[src/rtl/core/bevwr_pkg.sv]
// ----------------------------------------------------------------------------
// bevwr_pkg
// Shared types and constants of the big-endian variable-width RAM.
// ----------------------------------------------------------------------------
package bevwr_pkg;

    localparam int ADDR_W           = 18;
    localparam int DATA_W           = 64;
    localparam int CNT_W            = 4;
    localparam int WORD_W           = 32;
    localparam int WORD_BYTES       = 4;
    localparam int WIDX_W           = 16;
    localparam int DEPTH_WORDS      = 1 << WIDX_W;
    localparam int MAX_ACCESS_BYTES = 8;
    localparam int CMDQ_DEPTH       = 2;
    localparam int CMDQ_PTR_W       = (CMDQ_DEPTH > 1) ? $clog2(CMDQ_DEPTH) : 1;
    localparam int CMDQ_CNT_W       = $clog2(CMDQ_DEPTH + 1);

    typedef enum logic [1:0] {
        AW_VAR  = 2'd0,
        AW_BYTE = 2'd1,
        AW_HALF = 2'd2,
        AW_WORD = 2'd3
    } acc_width_t;

    typedef enum logic {
        FUNC_READ  = 1'b0,
        FUNC_WRITE = 1'b1
    } func_t;

    typedef enum logic [1:0] {
        ST_IDLE,
        ST_MERGE,
        ST_DONE
    } back_state_t;

    typedef struct packed {
        logic              wr;
        logic [WIDX_W-1:0] widx;
        logic [1:0]        off;
        logic [CNT_W-1:0]  cnt;
        logic [DATA_W-1:0] wdata;
    } cmd_t;

    function automatic logic [WIDX_W-1:0] wrap_idx(input logic [ADDR_W-1:0] v);
        logic [ADDR_W+WIDX_W-1:0] ext;
        ext = (ADDR_W + WIDX_W)'(v);
        return ext[WIDX_W-1:0];
    endfunction

endpackage

[src/rtl/core/bevwr_cmdq.sv]
// ----------------------------------------------------------------------------
// bevwr_cmdq
// Short command queue between the front and the back.
// ----------------------------------------------------------------------------
module bevwr_cmdq (
    input  logic            clk,
    input  logic            rst_n,
    input  logic            push,
    input  bevwr_pkg::cmd_t push_cmd,
    output logic            full,
    input  logic            pop,
    output logic            head_valid,
    output bevwr_pkg::cmd_t head_cmd
);
    import bevwr_pkg::*;

    cmd_t                  q_reg [CMDQ_DEPTH];
    logic [CMDQ_PTR_W-1:0] wptr_reg;
    logic [CMDQ_PTR_W-1:0] wptr_next;
    logic [CMDQ_PTR_W-1:0] rptr_reg;
    logic [CMDQ_PTR_W-1:0] rptr_next;
    logic [CMDQ_CNT_W-1:0] count_reg;
    logic [CMDQ_CNT_W-1:0] count_next;
    logic                  do_pop;

    assign full       = (count_reg == CMDQ_CNT_W'(CMDQ_DEPTH));
    assign head_valid = (count_reg != '0);
    assign head_cmd   = q_reg[rptr_reg];
    assign do_pop     = pop && head_valid;

    always_comb
    begin
        wptr_next  = wptr_reg;
        rptr_next  = rptr_reg;
        count_next = count_reg;
        if (push)
        begin
            wptr_next = (wptr_reg == CMDQ_PTR_W'(CMDQ_DEPTH - 1)) ? '0 : wptr_reg + 1'b1;
        end
        if (do_pop)
        begin
            rptr_next = (rptr_reg == CMDQ_PTR_W'(CMDQ_DEPTH - 1)) ? '0 : rptr_reg + 1'b1;
        end
        if (push && !do_pop)
        begin
            count_next = count_reg + 1'b1;
        end
        else if (do_pop && !push)
        begin
            count_next = count_reg - 1'b1;
        end
    end

    always_ff @(posedge clk or negedge rst_n)
    begin
        if (!rst_n)
        begin
            wptr_reg  <= '0;
            rptr_reg  <= '0;
            count_reg <= '0;
        end
        else
        begin
            wptr_reg  <= wptr_next;
            rptr_reg  <= rptr_next;
            count_reg <= count_next;
        end
    end

    always_ff @(posedge clk)
    begin
        if (push)
        begin
            q_reg[wptr_reg] <= push_cmd;
        end
    end

`ifndef SYNTHESIS
    a_no_push_full: assert property (@(posedge clk) disable iff (!rst_n)
        push |-> !full)
        else $error("cmdq: push while full");

    a_count_bound: assert property (@(posedge clk) disable iff (!rst_n)
        count_reg <= CMDQ_CNT_W'(CMDQ_DEPTH))
        else $error("cmdq: count out of range");
`endif

endmodule

[config.mk]
export PLATFORM = sky130hd
export DESIGN_NAME = bevwr_cmdq
export DESIGN_NICKNAME = d
export VERILOG_FILES = /design/src/rtl/core/bevwr_pkg.sv /design/src/rtl/core/bevwr_cmdq.sv
export SDC_FILE = /design/constraint.sdc
export NUM_CORES = 1
export LEC_CHECK = 0
export ABC_AREA = 1
export BUFFER_PORTS_ARGS = -buffer_cell sky130_fd_sc_hd__buf_2
export CORE_MARGIN = 2
export CORE_UTILIZATION = 50
export DETAILED_ROUTE_END_ITERATION = 10
export PLACE_DENSITY_LB_ADDON = 0.08
export SETUP_SLACK_MARGIN = 0.5
export SLEW_MARGIN = 20
export SYNTH_ARGS = -nofsm -noshare
export SYNTH_HDL_FRONTEND = slang
export SYNTH_SLANG_ARGS = --single-unit
[constraint.sdc]
create_clock -name clk -period 5.55 [get_ports clk]
set_input_delay 1.11 -clock clk [delete_from_list [all_inputs] [get_ports clk]]
set_output_delay 1.11 -clock clk [all_outputs]
set_load 0.1 [all_outputs]
### Word-level counts from Yosys, hierarchy flattened

Memories as Yosys holds them, arrays and structs flattened.
Cells that the tools add are included.

| operators by class | value |
|---|---|
| reduce and logical (&&, ||, !) cells | 7 |
| muxes and demuxes | 6 |
| equality and inequality tests | 1 |
| $add $sub $neg | 4 |

Operator list:

| kind | number |
|---|---|
| $mux W1 | 4 |
| $mux W2 | 2 |
| $reduce_bool A2 Y1 | 2 |
| $logic_and A1 B1 Y1 | 3 |
| $add A1 B1 Y1 const B | 2 |
| $add A2 B1 Y2 const B | 1 |
| $eq A2 B2 Y1 const B | 1 |
| $logic_not A1 Y1 | 2 |
| $sub A2 B1 Y2 const B | 1 |

| word-level totals | value |
|---|---|
| memories | 1 |
| output and inout bits | 89 |
| register bits | 4 |
| memory bits (writable) | 174 |
| input port bits | 91 |

Memories:

| name | depth | bits a word | read ports | clocked after memory_dff | wr ports | line | text |
|---|---|---|---|---|---|---|---|
| q_reg | 2 | 87 | 1 | 0 | 1 | bevwr_cmdq.sv:17 | `cmd_t q_reg [CMDQ_DEPTH];` |

### Logic depth before layout (Yosys ltp)

Gate-level depths: netlist (run 1).

| logic depth | value |
|---|---|
| depth in word-level cells | 5 |
| mapped depth | 9 |
| gate-level depth less buffers | 9 |

### Worst setup path before layout (run 1)

Ideal clock, no wire load.

| path | value |
|---|---|
| kind | input to register |
| from | input port push |
| to | memory q_reg[0][0] (netlist name) (enable) |
| cell stages on the path | 2 |
| data required time | 5.015 ns |
| buffers on the path | 0 |
| data arrival time | 4.794 ns |
| setup slack | 0.221 ns |
| cells stage by stage | inv_1 nor2_1 |

| between the ends | value |
|---|---|
| cells in the longest elaborated chain, start to end | 2 |

Ends and longest elaborated chain:

| element | line | text |
|---|---|---|
| start, declared | bevwr_cmdq.sv:8 | `input logic push,` |
| $mux W1 | bevwr_cmdq.sv:72 | `if (push)` |
| $mux W1 (implied by the code) | bevwr_cmdq.sv:74 | `q_reg[wptr_reg] <= push_cmd;` |
| end, declared | bevwr_cmdq.sv:17 |  |

Every way passes these cells.

==> metrics.txt, run 1 <==
Tot GR Track Use=a little under a fifth; # hold bufs at CTS=0; final hold vios=0; first-pass GRT wire length=around 20,000 µm; number of synthesis warnings=0; Fmax=0.297 GHz; max reg flops=approximately 170; Post-Syn Area=between 0.006 and 0.007 mm²; CTS Buffer Depth=2; Root Buffer=clkbuf_16; CP endpoint kind=primary output; vias per std cell=about 4.8; HPWL reported at the end of detailed placement=7590 µm; DRT antenna net count=0; fillers=approximately 1,000; largest cells by area after synthesis=edfxtp_1 (80%), nand2_1 (15%), dfrtp_1 (1.5%); library cells used by synthesis=14; CTS buffer count=17; CP Data Arrival Time=around 2300 ps; reg2reg path depth=3; post-synthesis register bit count=approximately 180; total gr overflow=0; clk slew on worst S/H paths=approximately 60 ps; Crit Path Class=flip-flop to primary output; Worst Tran Pin Value=between 900 and 1000 ps; DR vias=4,047; sequential area share after synthesis=roughly four fifths; largest net degree at the start of global routing=slightly below 90; height of the die=between 100 and 150 µm; status=finished clean; Die X=roughly 120 µm; multi-input logic area=between 0.001 and 0.0015 mm²; Final Critical Period=3370 ps; unrepaired setup endpoints after global routing=no; most common cell after layout, fill and taps aside=nand2_1; DR iter-0 viols=about 250; DRC=0; register area=0.00533 mm²; Startpoint Class=flip-flop; CTS tree=yes; CTS HTree Levels=4; Fin Clk Skew=3.83 ps; Placed Area=between 0.007 and 0.008 mm²; Core Area=about 0.013 mm²; ANT cells=0; Yosys top cell area share=79.8%; design area=0.00820 mm²; synthesis-to-finish area growth=25.3%; area of the die=0.0140 mm²; Pre-Repair DR Iteration Count=4; Slew Limit Fails=0; Clock Sinks=178; Post-Synthesis Cells=just under 500; synthesized net count=574; worst endpoint required time=between 4000 and 5000 ps; Setup Buffers After CTS=0; HP Class=flip-flop to flip-flop; clock latency on the worst-skew pair=approximately 420 ps; worst hold path depth=2; Top Ports=180; fin nets=around 760; Routed WL=~12,000 µm; Mean Syn Cell Area=between 10 and 15 µm²; layout cells sized above 1=31.3%; CP Max Fanout=between 80 and 90; Routed WL per cell=14.7 µm; cell accounting for the most synthesized area=edfxtp_1; Relative slew margins=between 30% and 40%; vias in the first global route=4,048; setup TNS=0 ps; gp weighted congestion=around 0.76; cts repair resizes=0; number of max-cap violations=0; initial antenna violation count=0; I/O Buffers=179; starting density of the core=51.4%; flop2flop setup slack=3510 ps; std cell rows=between 40 and 50; Final setup viols=0; commonest non-fill, non-tap cells in the layout=nand2_1 (270), buf_2 (179), edfxtp_1 (174); fin crit share=between 60% and 70%
==> per-stage QoR <==
| step | cells | utilization, % | setup WS (ps) | hold slack [ps] |
|---|---|---|---|---|
| 2_1_floorplan | 482 | - | 1730 | 442 |
| 3_3_place_gp | 817 | 59.6 | 2590 | 453 |
| 3_5_place_dp | 817 | 59.6 | 2610 | 475 |
| 4_1_cts | 849 | 64.4 | 2150 | 474 |
| 5_1_grt | 849 | 64.4 | 2030 | 479 |
| 6_report | 849 | 64.4 | 2180 | 484 |
==> synth_stat cells (all sizes together) <==
| library cell | n |
|---|---|
| xor2 | 1 |
| nand4 | 1 |
| dfrtp | 4 |
| buf | 19 |
| nand2 | 270 |
| nand3 | 2 |
| inv | 7 |
| edfxtp | 174 |
| nor2 | 2 |
| xnor2 | 1 |
| ha | 1 |
==> cells by family after synthesis <==
family / Yosys count / synth area share (%)
adder cells (fa/ha/maj): 1 / 0.191
XOR/XNOR: 2 / 0.268
buffers and inverters: 26 / 2.33
AND/OR/NAND/NOR: 275 / 15.8
flip-flops: 178 / 81.4
==> worst max-delay path: stages, from the launching register on <==
cell,delay (ps)
dfrtp_2,380
buf_4,720
nand2_1,120
nand2_1,130
buf_2,430
==> final cells by class <==
| class | instances | area share (%) |
|---|---|---|
| flip-flops and latches | 178 | 65.0 |
| multi-input cells | 278 | 13.1 |
| repair buffers | 182 | 11.4 |
| clock buffers | 18 | 5.23 |
| well taps | 172 | 2.62 |
| clock inverters | 14 | 2.35 |
| inverters | 7 | 0.366 |
==> metal layers <==
metal | vias up | wire, µm | track usage, %
met5 | - | 0 | 0
met4 | 0 | 270 | 7.59
met3 | 21 | 874 | 5.60
met1 | 1890 | 4970 | 22.0
met2 | 149 | 6380 | 31.2
li1 | 1987 | - | -
==> final timing paths <==
| path | from | end |
|---|---|---|
| max in group asynchronous | rst_n | rptr_reg |
| min in group asynchronous | rst_n | count_reg[1] |
| hold reg to reg | count_reg[1] | count_reg[1] |
| hold / removal | count_reg[1] | count_reg[1] |
| setup reg to reg | wptr_reg | q_reg[1][32] |
| setup / recovery | rptr_reg | head_cmd[38] |
Power of run 1 is left out: the tool's default activity adds up to more than one toggle a clock period on the data nets, which glitch-free logic cannot reach.
==> run 2: changes to the inputs <==
- clock period: 5.55 -> 3.5 ns (I/O delays scaled with it)
==> run 2 against run 1 <==
  * Non-clock buffer count grew 5
  * Cell area up 1.5%
  * Hold slack worse by 400 ps
  * Register-to-register slack worse by 1600 ps
  * Sequential share of layout area decreased by 0.96 points
  * Setup slack worse by 1600 ps
  * First-iteration DRC count rose by 21%
  * Routed wire length increased by 2.5%
  * Utilization increased by 0.99 points
  * Die area is the same
  * Clock-buffer cell count is 1 higher
  * Global-route usage grew 0.41 points
==> metrics.txt, run 2 (synthesis gave the netlist of run 1 again) <==
Crit Path Class=flip-flop to primary output (unchanged); height of the die=118 µm (unchanged); fillers=988 (was 1,010); layout cells sized above 1=32.3% (was 31.3%); initial antenna violation count=2 (was 0); Relative slew margins=66.1% (was 34.7%); HP Class=primary input to asynchronous set/reset pin (was flip-flop to flip-flop); total gr overflow=0 (unchanged); Core Area=0.0127 mm² (unchanged); DRT antenna net count=0 (unchanged); Startpoint Class=flip-flop (unchanged); HPWL reported at the end of detailed placement=8460 µm (was 7590 µm); Tot GR Track Use=18.8% (was 18.4%); max reg flops=174 (unchanged); Routed WL=12,800 µm (was 12,500 µm); # hold bufs at CTS=0 (unchanged); DRC=0 (unchanged); Final setup viols=0 (unchanged); commonest non-fill, non-tap cells in the layout=nand2_1 (270), edfxtp_1 (174), buf_2 (126) (was nand2_1 (270), buf_2 (179), edfxtp_1 (174)); final hold vios=0 (unchanged); Slew Limit Fails=0 (unchanged); Clock Sinks=178 (unchanged); cell mode on critical path=nand2_1 (unchanged); Crit-path slowest cell=dfrtp_4 (was buf_4); clock latency on the worst-skew pair=420 ps (about the same); most common cell after layout, fill and taps aside=nand2_1 (unchanged); CTS tree=yes (unchanged); clk slew on worst S/H paths=60 ps (about the same); crit path cell chain=buf_6 -> nand2_1 -> nand2_1 -> buf_2 (was buf_4 -> nand2_1 -> nand2_1 -> buf_2); slowest stage delay, CP=690 ps (was 720 ps); Routed WL per cell=15.0 µm (was 14.7 µm); Root Buffer=clkbuf_16 (unchanged); CTS HTree Levels=4 (unchanged); fin crit share=a little over four fifths; Setup Buffers After CTS=0 (unchanged); CTS Buffer Depth=2 (unchanged); largest net degree at the start of global routing=60 (was 89); Top Ports=180 (unchanged); DR vias=4,042 (was 4,047); Fin Clk Skew=4.77 ps (was 3.83 ps); CP Data Arrival Time=2240 ps (was 2260 ps); vias per std cell=4.72 (was 4.77); worst endpoint required time=2800 ps (was 4440 ps); synthesis-to-finish area growth=27.2% (was 25.3%); std cell rows=41 (unchanged); Die X=118 µm (unchanged); number of max-cap violations=0 (unchanged); starting density of the core=51.4% (unchanged); I/O Buffers=179 (unchanged); fin nets=761 (was 756); Worst Tran Pin Value=513 ps (was 978 ps); unrepaired setup endpoints after global routing=yes (was no); CP Max Fanout=58 (was 88); setup TNS=0 ps (unchanged); DR iter-0 viols=296 (was 245); gp weighted congestion=0.765 (was 0.764); vias in the first global route=3,991 (was 4,048); Pre-Repair DR Iteration Count=4 (unchanged); Fmax=approximately 0.34 GHz; first-pass GRT wire length=19,900 µm (was 19,500 µm); area of the die=0.0140 mm² (unchanged); CTS buffer count=17 (unchanged); CP endpoint kind=primary output (unchanged); status=finished clean (unchanged); Final Critical Period=2940 ps
-- run 2: changes by cell type in the layout (fill, tap and decap cells not counted), sizes merged --
cell / previous run / this run
diode: 0 / 2
clkinvlp: 0 / 2
buf: 182 / 160
clkbuf: 18 / 46
bufinv: 5 / 2
-- run 2: cell type report --
type	instances	area, µm²	share of cell area, %
sequential	178	5330	64.0
timing repair buffer	187	1120	13.4
clock inverter	13	119	1.43
tap	172	215	2.58
multi-input combinational	278	1070	12.9
antenna	2	5.00	0.0601
clock buffer	19	433	5.20
inverter	7	32.5	0.391
-- run 2: final timing paths --
path	from	endpoint	slack (ps)	depth (start not counted)
min in group clk	push_cmd[47]	q_reg[1][47]	470	1
setup / recovery	rptr_reg	head_cmd[3]	560	4
hold / removal	rst_n	count_reg[0]	80	1
hold reg to reg	count_reg[1]	count_reg[1]	510	2
setup reg to reg	wptr_reg	q_reg[1][33]	1890	3
max in group asynchronous	rst_n	rptr_reg	3280	1
-- run 2: timing repair --
item,CTS,global route
endpoints found under the setup margin,82,65
hold endpoints to repair,0,0
resized for setup,28,27
-- run 2: metrics by stage --
stage / std cells / util, % / hold WS [ps] / setup WS [ps] / instance area, µm²
final: 856 / 65.4 / 82.4 / 565 / 8330
after global routing: 855 / 65.4 / 72.0 / 436 / 8320
after CTS: 854 / 64.9 / 67.4 / 437 / 8250
after detailed placement: 822 / 60.0 / 505 / 794 / 7630
after global placement: 822 / 60.0 / 453 / 847 / 7630
after floorplan: 482 / - / 404 / 619 / 6550
-- run 2: metal layers --
layer	up-vias	wire [µm]	global-route usage, %
met5	-	0	0
met4	0	253	7.59
met3	18	917	6.18
met2	130	6440	31.7
met1	1891	5190	22.4
li1	2003	-	-
-- run 2: worst max-delay path: cells and delay by family (launching register included) --
| kind | cells | cell delay [ps] |
|---|---|---|
| flip-flops | 1 | 690 |
| buffers and inverters | 2 | 880 |
| AND/OR/NAND/NOR | 2 | 220 |
Power of run 2 is left out for the same reason.
