===== config.mk =====
export PLATFORM = sky130hd
export DESIGN_NAME = bevwr_front
export DESIGN_NICKNAME = d
export VERILOG_FILES = /design/src/rtl/core/bevwr_pkg.sv /design/src/rtl/core/bevwr_front.sv
export SDC_FILE = /design/constraint.sdc
export NUM_CORES = 1
export LEC_CHECK = 0
export ABC_AREA = 1
export BUFFER_PORTS_ARGS = -buffer_cell sky130_fd_sc_hd__buf_2
export CORE_ASPECT_RATIO = 0.7
export CORE_MARGIN = 4
export CORE_UTILIZATION = 39
export DETAILED_ROUTE_END_ITERATION = 6
export GPL_TIMING_DRIVEN = 0
export MAX_ROUTING_LAYER = met4
export PLACE_DENSITY = 0.83
export SKIP_LAST_GASP = 1
export SLEW_MARGIN = 20
export SYNTH_ARGS = -nofsm -noshare
export SYNTH_HDL_FRONTEND = slang
export SYNTH_SLANG_ARGS = --single-unit

===== constraint.sdc =====
create_clock -name vclk -period 1.6
set_input_delay 0.32 -clock vclk [all_inputs]
set_output_delay 0.32 -clock vclk [all_outputs]
set_load 0.01 [all_outputs]

===== src/rtl/core/bevwr_pkg.sv =====
// ----------------------------------------------------------------------------
// bevwr_pkg
// Shared types and constants of the big-endian variable-width RAM.
// ----------------------------------------------------------------------------
package bevwr_pkg;

    localparam int ADDR_W           = 18;
    localparam int DATA_W           = 64;
    localparam int CNT_W            = 4;
    localparam int WORD_W           = 32;
    localparam int WORD_BYTES       = 4;
    localparam int WIDX_W           = 16;
    localparam int DEPTH_WORDS      = 1 << WIDX_W;
    localparam int MAX_ACCESS_BYTES = 8;
    localparam int CMDQ_DEPTH       = 2;
    localparam int CMDQ_PTR_W       = (CMDQ_DEPTH > 1) ? $clog2(CMDQ_DEPTH) : 1;
    localparam int CMDQ_CNT_W       = $clog2(CMDQ_DEPTH + 1);

    typedef enum logic [1:0] {
        AW_VAR  = 2'd0,
        AW_BYTE = 2'd1,
        AW_HALF = 2'd2,
        AW_WORD = 2'd3
    } acc_width_t;

    typedef enum logic {
        FUNC_READ  = 1'b0,
        FUNC_WRITE = 1'b1
    } func_t;

    typedef enum logic [1:0] {
        ST_IDLE,
        ST_MERGE,
        ST_DONE
    } back_state_t;

    typedef struct packed {
        logic              wr;
        logic [WIDX_W-1:0] widx;
        logic [1:0]        off;
        logic [CNT_W-1:0]  cnt;
        logic [DATA_W-1:0] wdata;
    } cmd_t;

    function automatic logic [WIDX_W-1:0] wrap_idx(input logic [ADDR_W-1:0] v);
        logic [ADDR_W+WIDX_W-1:0] ext;
        ext = (ADDR_W + WIDX_W)'(v);
        return ext[WIDX_W-1:0];
    endfunction

endpackage


===== src/rtl/core/bevwr_front.sv =====
// ----------------------------------------------------------------------------
// bevwr_front
// Accept bus words and classify them into word index, offset and byte count.
// ----------------------------------------------------------------------------
module bevwr_front (
    input  logic                            in_valid,
    output logic                            in_ready,
    input  logic                            func,
    input  logic [1:0]                      access_width,
    input  logic [bevwr_pkg::ADDR_W-1:0]    address,
    input  logic [bevwr_pkg::CNT_W-1:0]     byte_count,
    input  logic [bevwr_pkg::DATA_W-1:0]    write_data,
    input  logic                            q_full,
    output logic                            q_push,
    output bevwr_pkg::cmd_t                 q_cmd
);
    import bevwr_pkg::*;

    logic [CNT_W-1:0] sat_cnt;
    logic [CNT_W-1:0] cnt;
    logic [6:0]       align_sh;

    assign in_ready = !q_full;
    assign q_push   = in_valid && !q_full;

    assign sat_cnt = (byte_count > CNT_W'(MAX_ACCESS_BYTES)) ?
                     CNT_W'(MAX_ACCESS_BYTES) : byte_count;

    always_comb
    begin
        q_cmd.wr = (func_t'(func) == FUNC_WRITE);
        unique case (acc_width_t'(access_width))
            AW_VAR:
            begin
                q_cmd.widx = wrap_idx(address >> 2);
                q_cmd.off  = address[1:0];
                cnt        = sat_cnt;
            end
            AW_BYTE:
            begin
                q_cmd.widx = wrap_idx(address >> 2);
                q_cmd.off  = address[1:0];
                cnt        = CNT_W'(1);
            end
            AW_HALF:
            begin
                q_cmd.widx = wrap_idx(address >> 1);
                q_cmd.off  = {address[0], 1'b0};
                cnt        = CNT_W'(2);
            end
            AW_WORD:
            begin
                q_cmd.widx = wrap_idx(address);
                q_cmd.off  = 2'd0;
                cnt        = CNT_W'(WORD_BYTES);
            end
            default:
            begin
                q_cmd.widx = '0;
                q_cmd.off  = 2'd0;
                cnt        = '0;
            end
        endcase
        q_cmd.cnt   = cnt;
        // left-align so the first byte sits on top
        align_sh    = {4'd8 - cnt, 3'b000};
        q_cmd.wdata = write_data << align_sh;
    end

endmodule


; ---- Word level (Yosys, flattened, before mapping)
; Index checks and enable logic that the tools add are counted.
[totals]
reg_bits = 0
elab_cells = 13
out_inout_bits = 89
[op_classes]
n_addsub = 1
shift = 1
n_eq_ne = 3
n_mux = 3
reduce_logical = 4
n_lt_le_gt_ge = 1
[op_table]
columns = cell, count
row1 = left shift 64 x 7 -> 64 bit, 1
row2 = one-hot mux 18 bit (3 select lines), 1
row3 = one-hot mux 4 bit (4 select lines), 1
row4 = "equality test 2 bit, second input constant", 2
row5 = "> comparator 4 bit, second input constant", 1
row6 = 2-to-1 mux 4 bit, 1
row7 = "subtractor 4 bit, first input constant", 1
row8 = "equality test 2 x 1 -> 1 bit, second input constant", 1
row9 = logical NOT 2 bit, 1
row10 = OR reduction 2 bit, 1
row11 = logical AND 1 bit, 1
row12 = logical NOT 1 bit, 1

; ---- Logic depth before layout (Yosys ltp)
; Gate-level depths: netlist of run 1.
[depth]
word_depth = 5
depth_mapped = 12

; ---- Least setup slack after synthesis of run 1
; No wires, ideal clock.
[synth_path]
kind = input to output
from = input port access_width[1]
to = output port q_cmd[40] (netlist name)
slack_ns = -0.160
stages = 11
arrival_time_ns = 1.440
required_ns = 1.280
path_buffers = 2
cell_sequence = buf_4 -> inv_2 -> nand2_1 -> nand2_2 -> nand2_1 -> nand2_2 -> buf_4 -> nand2_1 -> nand2_1 -> nand2_1 -> a21oi_1
[synth_rtl]
columns = element, line
row1 = from (decl), bevwr_front.sv:9  ; input logic [1:0] access_width,
row2 = to (decl), bevwr_front.sv:15  ; output bevwr_pkg::cmd_t q_cmd

==> results of run 1 <==
==> worst max-delay path by stage <==
stage / start / endpoint / slack (ns) / cells past startpoint
after floorplan: access_width[1] / q_cmd[63] / -0.04 / 12
after global placement: access_width[1] / q_cmd[16] / -0.65 / 11
after detailed placement: access_width[1] / q_cmd[34] / -0.66 / 11
after CTS: access_width[1] / q_cmd[63] / -0.37 / 14
after global routing: byte_count[3] / q_cmd[58] / -0.61 / 12
final: byte_count[3] / q_cmd[58] / -0.53 / 12
==> cells by family (layout without fill, tap and decap cells) <==
kind of cell / Yosys count / after routing / synth area share [%]
AND/OR/NAND/NOR: 347 / 348 / 55.3
AO/OA/AOI/OAI: 112 / 112 / 24.9
buffers and inverters: 111 / 316 / 19.8
==> what timing repair did <==
action	4_1_cts	5_1_grt
setup buffers	16	2
resized for setup	116	35
setup endpoints to repair	70	66
pin swaps	18	3
gates cloned	5	5
==> metrics by stage <==
step / hold WS (ns) / cell area, um^2 / instances
floorplan: 0.684 / 2920 / 570
global placement: 0.826 / 3910 / 827
detailed placement: 0.828 / 3910 / 827
CTS: 0.828 / 4520 / 848
global route: 0.846 / 4790 / 854
finish: 0.828 / 4790 / 854
==> synthesized netlist by cell type <==
master,number
nand2_2,8
buf_1,1
buf_6,2
nand3_1,26
nand2_1,254
nor2_4,1
inv_2,3
buf_4,10
o21ai_0,46
inv_1,69
o21ai_1,4
buf_2,20
o22ai_1,1
a21oi_1,45
clkbuf_1,6
nand3_2,1
nor2_1,54
o221ai_1,16
nand2_4,1
nor3_1,2
==> area by class of cell <==
type                       instances  area, um^2
fill                             446        1420
tap                               78        97.6
multi-input combinational        460        2580
timing repair buffer             206        1330
buffer                            38         479
inverter                          72         298
==> layer usage <==
| layer | vias up | GRT usage (%) | part of all wire [%] |
|---|---|---|---|
| met5 | - | - | 0 |
| met4 | 0 | 10.3 | 4.8 |
| met3 | 99 | 6.51 | 15 |
| met2 | 480 | 56.4 | 43 |
| met1 | 2234 | 45.4 | 37 |
| li1 | 2217 | - | - |
==> power by group through the flow <==
stage | clock network [mW] | registers (mW) | logic (mW)
6_report | 0 | 0 | 2.47
5_1_grt | 0 | 0 | 2.60
4_1_cts | 0 | 0 | 2.19
3_5_place_dp | 0 | 0 | 1.85
3_3_place_gp | 0 | 0 | 1.83
2_1_floorplan | 0 | 0 | 1.19
==> metrics.md, run 1 <==
| Metric | Value |
|---|---|
| Hold-fix buffers, CTS | `0` |
| IO buf count | `179` |
| Slew headroom | `79.2%` |
| Fin nets | `869` |
| Reg power frac | `0%` |
| Ports | `180` |
| Commonest non-fill, non-tap cells in the layout | `nand2_1, buf_2, inv_1` |
| Global route overflow | `0` |
| Routed wire length per instance | `18.2 um` |
| Final period util | `133%` |
| Status | `complete, but fails checks` |
| Sequential fraction of the synthesis area | `0%` |
| Share of layout cells above drive strength 1 | `47.8%` |
| CP delay by family, top | `buffers and inverters` |
| HP Class | `in2out` |
| Synthesized Nets | `661` |
| Clock share of power | `0%` |
| Initial DRC Count | `794` |
| Post-layout min period | `2.13 ns` |
| Syn Area/Cell | `4.38 um^2` |
| YS warnings | `0` |
| Most area-hungry cell type in the Yosys netlist | `nand2_1` |
| Mapped Area | `2490 um^2` |
| First-pass GRT wire length | `21500 um` |
| Hold path cells | `2` |
| Largest net degree at the start of global routing | `11` |
| Vias in the first global route | `4356` |
| Die H | `74.9 um` |
| GRT Total Usage | `35.0%` |
| 1st-pass router iterations | `6` |
| Pwr dens | `516 nW/um^2` |
| CP Launch Type | `input port` |
| Clock buf count | `0` |
| Reg area | `0 um^2` |
| Worst path bufs/invs | `5` |
| Hold Crit Endpoint | `q_cmd[86]` |
| CP max-delay cell | `o21ai_0` |
| Worst Min Path Start | `func` |
| Initial antenna violation count | `0` |
| Final wirelength | `around 16000 um` |
| HPWL after DPL | `10400 um` |
| Crit-path max cell delay | `0.25 ns` |
| Starting Density | `40.1%` |
| WS Path Type | `in2out` |
| Seq cells | `0` |
| Vias per cell | `5.89` |
| P_sw | `1.44 mW` |
| DRT antenna net count | `0` |
| Area contributors post-synth | `nand2_1, inv_1, o21ai_0` |
| Measured slew at the worst slew-check pin | `0.308 ns` |
| Via count | `5030` |
| Final Core Density | `77.1%` |
| Failing checks | `setup timing` |
| Gate power share | `between 90% and 100%` |
| Drt drc | `0` |
| # Max-Cap Violations | `0` |
| Final Hold Viols | `0` |
| CP required | `1.28 ns` |
| Top cell type's share of synthesized area | `38.2%` |
| RSZ-0062 raised after global routing | `yes` |
| Crit-path max FO | `10` |
| Switching Share | `58.3%` |
| Cell chain of the critical path | `buf_6 > inv_6 > nand2_4 > nand2_4 > nand2_8 > buf_8 > clkbuf_4 > o21ai_0 > nand2_1 > a21oi_2 > nor2_2 > buf_2` |
| Setup TNS | `-22.78 ns` |
| Final Setup Violations | `56` |
| Pre-CTS WS | `-0.661 ns` |
| Final worst setup slack | `-0.530 ns` |
| Fmax | `0.469 GHz` |
| P_leak | `approximately 2.7 nW` |
| Post-Synthesis Cells | `570` |
| Internal power | `1.03 mW` |
| Commonest non-fill, non-tap cell in the layout | `nand2_1` |
| Synth-to-layout area growth | `92.1%` |
| Top cell by count, worst path | `nand2_4` |
| Antenna Cells | `0` |
| CP endpoint kind | `primary output` |
| CP Data Arrival Time | `around 1.8 ns` |
| Cell variety after synth | `20` |
| Placer congestion estimate | `around 0.99` |
| Final Max Slew Viols | `0` |
| Max VDD drop | `0.000223 V` |
| Core area | `between 6000 and 7000 um^2` |
| Die width | `about 100 um` |
| Overall Power | `2.47 mW` |
| # rows | `24` |
| Die footprint | `7760 um^2` |
No activity file was read; power rests on OpenSTA's default activity.
==> run 2: changes to the inputs <==
--- a/config.mk
+++ b/config.mk
@@ -13,7 +13,7 @@
 export DETAILED_ROUTE_END_ITERATION = 6
 export GPL_TIMING_DRIVEN = 0
 export MAX_ROUTING_LAYER = met4
-export PLACE_DENSITY = 0.83
+export PLACE_DENSITY = 0.8
 export SKIP_LAST_GASP = 1
 export SLEW_MARGIN = 20
 export SYNTH_ARGS = -nofsm -noshare
==> constraint.sdc (replaced) <==
create_clock -name vclk -period 1.8
set_input_delay 0.36 -clock vclk [all_inputs]
set_output_delay 0.36 -clock vclk [all_outputs]
set_load 0.01 [all_outputs]
==> metrics.md, run 2 (synthesis results as in run 1) <==
| Metric | Value |
|---|---|
| Crit-path max FO | `10` |
| # Max-Cap Violations | `0` |
| Post-layout min period | `roughly 2.6 ns` |
| CP endpoint kind | `primary output` |
| Vias in the first global route | `~4.8k` |
| Final wirelength | `20700 um` |
| Hold path cells | `2` |
| Final Max Slew Viols | `0` |
| Global route overflow | `0` |
| WS Path Type | `in2out` |
| IO buf count | `179` |
| Via count | `5736` |
| Worst Min Path Start | `func` |
| Final period util | `147%` |
| GRT Total Usage | `between 30% and 40%` |
| Final Setup Violations | `62` |
| Final Core Density | `83.9%` |
| Starting Density | `40.1%` |
| DRT antenna net count | `0` |
| Status | `complete, but fails checks` |
| # rows | `24` |
| Max VDD drop | `0.000202 V` |
| Die footprint | `7760 um^2` |
| First-pass GRT wire length | `approximately 23000 um` |
| Drt drc | `386` |
| Final Hold Viols | `0` |
| Placed insts | `827` |
| Fin nets | `882` |
| Pwr dens | `496 nW/um^2` |
| Die H | `74.9 um` |
| Vias per cell | `approximately 6.6` |
| Initial DRC Count | `1504` |
| HP Class | `in2out` |
| Setup TNS | `-24.65 ns` |
| Reg area | `0 um^2` |
| Antenna Cells | `0` |
| P_leak | `between 2 and 3 nW` |
| CP Launch Type | `input port` |
| 1st-pass router iterations | `7` |
| Failing checks | `DRC, setup timing` |
| Share of layout cells above drive strength 1 | `54.4%` |
| Fill count | `354` |
| Worst slack on hold paths | `0.916 ns` |
| Routed wire length per instance | `approximately 24 um` |
| CP Data Arrival Time | `2.29 ns` |
| Measured slew at the worst slew-check pin | `0.564 ns` |
| Die width | `104 um` |
| Hold-fix buffers, CTS | `0` |
| Ports | `180` |
| Commonest non-fill, non-tap cells in the layout | `nand2_1, buf_2, inv_1` |
| Placer congestion estimate | `approximately 0.98` |
| Initial antenna violation count | `0` |
| Synth-to-layout area growth | `109%` |
| Seq cells | `0` |
| Fin area | `5220 um^2` |
| Fmax | `0.378 GHz` |
| RSZ-0062 raised after global routing | `yes` |
| Slew headroom | `62.2%` |
| HPWL after DPL | `10300 um` |
| Final worst setup slack | `-0.847 ns` |
| Hold Crit Endpoint | `q_cmd[86]` |
| CP required | `1.44 ns` |
| Commonest non-fill, non-tap cell in the layout | `nand2_1` |
| Largest net degree at the start of global routing | `16` |
| Clock buf count | `0` |
| Placed cell areas | `~3600 um^2` |
| Final std cells w/o fill | `867` |
| Core area | `6220 um^2` |
==> run 2: cell type report <==
cell class | instances | area (um^2) | share of cell area, %
multi-input cells | 460 | 2810 | 53.8
repair buffers | 219 | 1550 | 29.8
plain buffers | 38 | 468 | 8.97
inverters | 72 | 288 | 5.52
well taps | 78 | 97.6 | 1.87
==> run 2: what timing repair did <==
action,CTS,global route
buffers inserted,22,4
pin swaps,19,37
cloned,10,5
endpoints found under the setup margin,67,66
resized for setup,194,162
==> run 2: critical path: stages <==
cell and delay [ns]:
buf_8 0.12, nor2_4 0.15, nand2_2 0.11, nand2_4 0.10
buf_12 0.16, buf_8 0.15, nand2_1 0.05, nand2_1 0.11
inv_1 0.07, nand2_1 0.07, a21oi_1 0.10, nor2_1 0.47
buf_2 0.24
==> run 2: how the worst max path moves through the flow <==
| stage | startpoint | to |
|---|---|---|
| floorplan | access_width[1] | q_cmd[63] |
| global placement | access_width[1] | q_cmd[50] |
| detailed placement | access_width[1] | q_cmd[50] |
| CTS | access_width[1] | q_cmd[56] |
| global route | access_width[0] | q_cmd[37] |
| finish | access_width[0] | q_cmd[37] |
==> run 2: layer usage <==
metal	routed length, um	share of wire [%]	up-vias	global-route usage, %
met2	8020	39	747	60.5
met1	6910	33	2459	47.3
met3	3680	18	292	7.46
li1	-	-	2238	-
met5	0	0	-	-
met4	2090	10	0	17.3
==> run 2: where the power goes <==
part / total (mW) / leakage [nW] / internal [mW] / switching [mW]
sequential: 0 / 0 / 0 / 0
clock: 0 / 0 / 0 / 0
combinational: 2.59 / 2.86 / 1.03 / 1.56
total: 2.59 / 2.86 / 1.03 / 1.56
==> run 2: stage by stage <==
| stage | power, mW | setup slack (ns) |
|---|---|---|
| after floorplan | 0.914 | 0.00209 |
| after global placement | 1.46 | -0.636 |
| after detailed placement | 1.48 | -0.636 |
| after CTS | 1.94 | -0.251 |
| after global routing | 2.63 | -0.804 |
| final | 2.59 | -0.847 |
==> run 3: changes to the inputs <==
--- a/config.mk
+++ b/config.mk
@@ -7,13 +7,15 @@
 export LEC_CHECK = 0
 export ABC_AREA = 1
 export BUFFER_PORTS_ARGS = -buffer_cell sky130_fd_sc_hd__buf_2
+export CELL_PAD_IN_SITES_DETAIL_PLACEMENT = 2
+export CELL_PAD_IN_SITES_GLOBAL_PLACEMENT = 2
 export CORE_ASPECT_RATIO = 0.7
 export CORE_MARGIN = 4
-export CORE_UTILIZATION = 39
+export CORE_UTILIZATION = 15
 export DETAILED_ROUTE_END_ITERATION = 6
 export GPL_TIMING_DRIVEN = 0
 export MAX_ROUTING_LAYER = met4
-export PLACE_DENSITY = 0.8
+export PLACE_DENSITY_LB_ADDON = 0.1
 export SKIP_LAST_GASP = 1
 export SLEW_MARGIN = 20
 export SYNTH_ARGS = -nofsm -noshare
==> metrics.md, run 3 (synthesis results as in run 1) <==
| Metric | Value |
|---|---|
| Pre-CTS WS | `-0.921 ns` |
| First-pass GRT wire length | `29400 um` |
| Global route overflow | `0` |
| Die H | `roughly 120 um` |
| Initial DRC Count | `about 190` |
| GRT Total Usage | `20.7%` |
| # Max-Cap Violations | `0` |
| IO buf count | `179` |
| Placed insts | `974` |
| Vias per cell | `4.64` |
| Slew headroom | `79.3%` |
| Final Core Density | `31.4%` |
| DRT antenna net count | `0` |
| HPWL after DPL | `between 15000 and 20000 um` |
| 1st-pass router iterations | `4` |
| Max VDD drop | `~0.00012 V` |
| CP delay by family, top | `simple AND/OR/NAND/NOR gates` |
| Commonest non-fill, non-tap cell in the layout | `nand2_1` |
| Synth-to-layout area growth | `105%` |
| Hold-fix buffers, CTS | `0` |
| RSZ-0062 raised after global routing | `yes` |
| Clock share of power | `0%` |
| Fmax | `0.447 GHz` |
| Cell chain of the critical path | `buf_12 > inv_8 > nand3_4 > nand2_4 > buf_4 > buf_2 > nand3_1 > nand3_1 > nand2_1 > nor2_2 > buf_2` |
| Final Max Slew Viols | `0` |
| Final Hold Viols | `0` |
| Share of layout cells above drive strength 1 | `between 40 and 50%` |
| Internal power | `around 0.97 mW` |
| Fill count | `2056` |
| Measured slew at the worst slew-check pin | `0.310 ns` |
| Area of the multi-input gates | `2630 um^2` |
| Reg area | `0 um^2` |
| Worst path bufs/invs | `5` |
| Seq cells | `0` |
| Antenna Cells | `0` |
| Clock buf count | `0` |
| Final Setup Violations | `57` |
| Setup TNS | `-18.69 ns` |
| Ports | `180` |
| Routed wire length per instance | `20.6 um` |
| Crit-path max FO | `10` |
| Placer congestion estimate | `0.872` |
| Die width | `162 um` |
| Initial antenna violation count | `0` |
| CP max-delay cell | `buf_2` |
| HP Class | `in2out` |
| Core area | `between 15000 and 20000 um^2` |
| WS Path Type | `in2out` |
| Via count | `4675` |
| Final worst setup slack | `-0.437 ns` |
| Pwr dens | `456 nW/um^2` |
| Largest net degree at the start of global routing | `11` |
| CP endpoint kind | `primary output` |
| Post-layout min period | `2.24 ns` |
| Final std cells w/o fill | `between 1k and 1.5k` |
| Final wirelength | `20700 um` |
| P_leak | `2.78 nW` |
| Reg power frac | `0%` |
| Placed cell areas | `3740 um^2` |
| Crit-path max cell delay | `between 0.2 and 0.3 ns` |
| Fin area | `slightly above 5000 um^2` |
| Drt drc | `0` |
| Gate power share | `100.0%` |
| Starting Density | `between 10% and 20%` |
| Status | `complete, but fails checks` |
| CP required | `1.44 ns` |
| CP Launch Type | `input port` |
| Die footprint | `around 19000 um^2` |
| P_sw | `1.37 mW` |
| CP Data Arrival Time | `1.88 ns` |
| Failing checks | `setup timing` |
| Fin nets | `between 800 and 900` |
| Worst slack on hold paths | `about 0.9 ns` |
| Overall Power | `2.34 mW` |
| Final period util | `124%` |
| Switching Share | `58.5%` |
| Commonest non-fill, non-tap cells in the layout | `nand2_1, buf_2, inv_1` |
| # rows | `39` |
| Vias in the first global route | `4982` |
run 3: cell types whose count changed in the layout (fill, tap and decap cells not counted), sizes merged:
cell	change
bufbuf	+1
clkbuf	-1
buf	-7
run 3: per-layer routing:
layer | track usage [%] | share of wire [%]
met3 | 0.995 | 5.1
met5 | - | 0
met1 | 29.8 | 49
met2 | 33.7 | 45
met4 | 1.46 | 0.94
run 3: power groups by stage:
stage	combinational [mW]	clock [mW]	sequential (mW)
after floorplan	0.914	0	0
after global placement	1.60	0	0
after detailed placement	1.63	0	0
after CTS	2.13	0	0
after global routing	2.52	0	0
final	2.34	0	0
run 3: what timing repair did:
item | in CTS | in global routing
buffers inserted | 21 | 3
endpoints found under the hold margin | 0 | 0
pin swaps | 22 | 25
cloned | 6 | 3
resized for setup | 189 | 92
endpoints found under the setup margin | 69 | 69
run 3: layout make-up:
| cell class | count | share of cell area (%) |
|---|---|---|
| Timing Repair Buffer | 211 | 27.7 |
| Buffer | 39 | 9.84 |
| Inverter | 72 | 5.66 |
| Multi-Input combinational cell | 460 | 51.3 |
| Tap cell | 225 | 5.49 |
run 3: worst paths after layout:
| kind | start | to | slack, ns | depth (start not counted) |
|---|---|---|---|---|
| setup / recovery | access_width[0] | q_cmd[51] | -0.44 | 11 |
| hold / removal | func | q_cmd[86] | 0.91 | 2 |
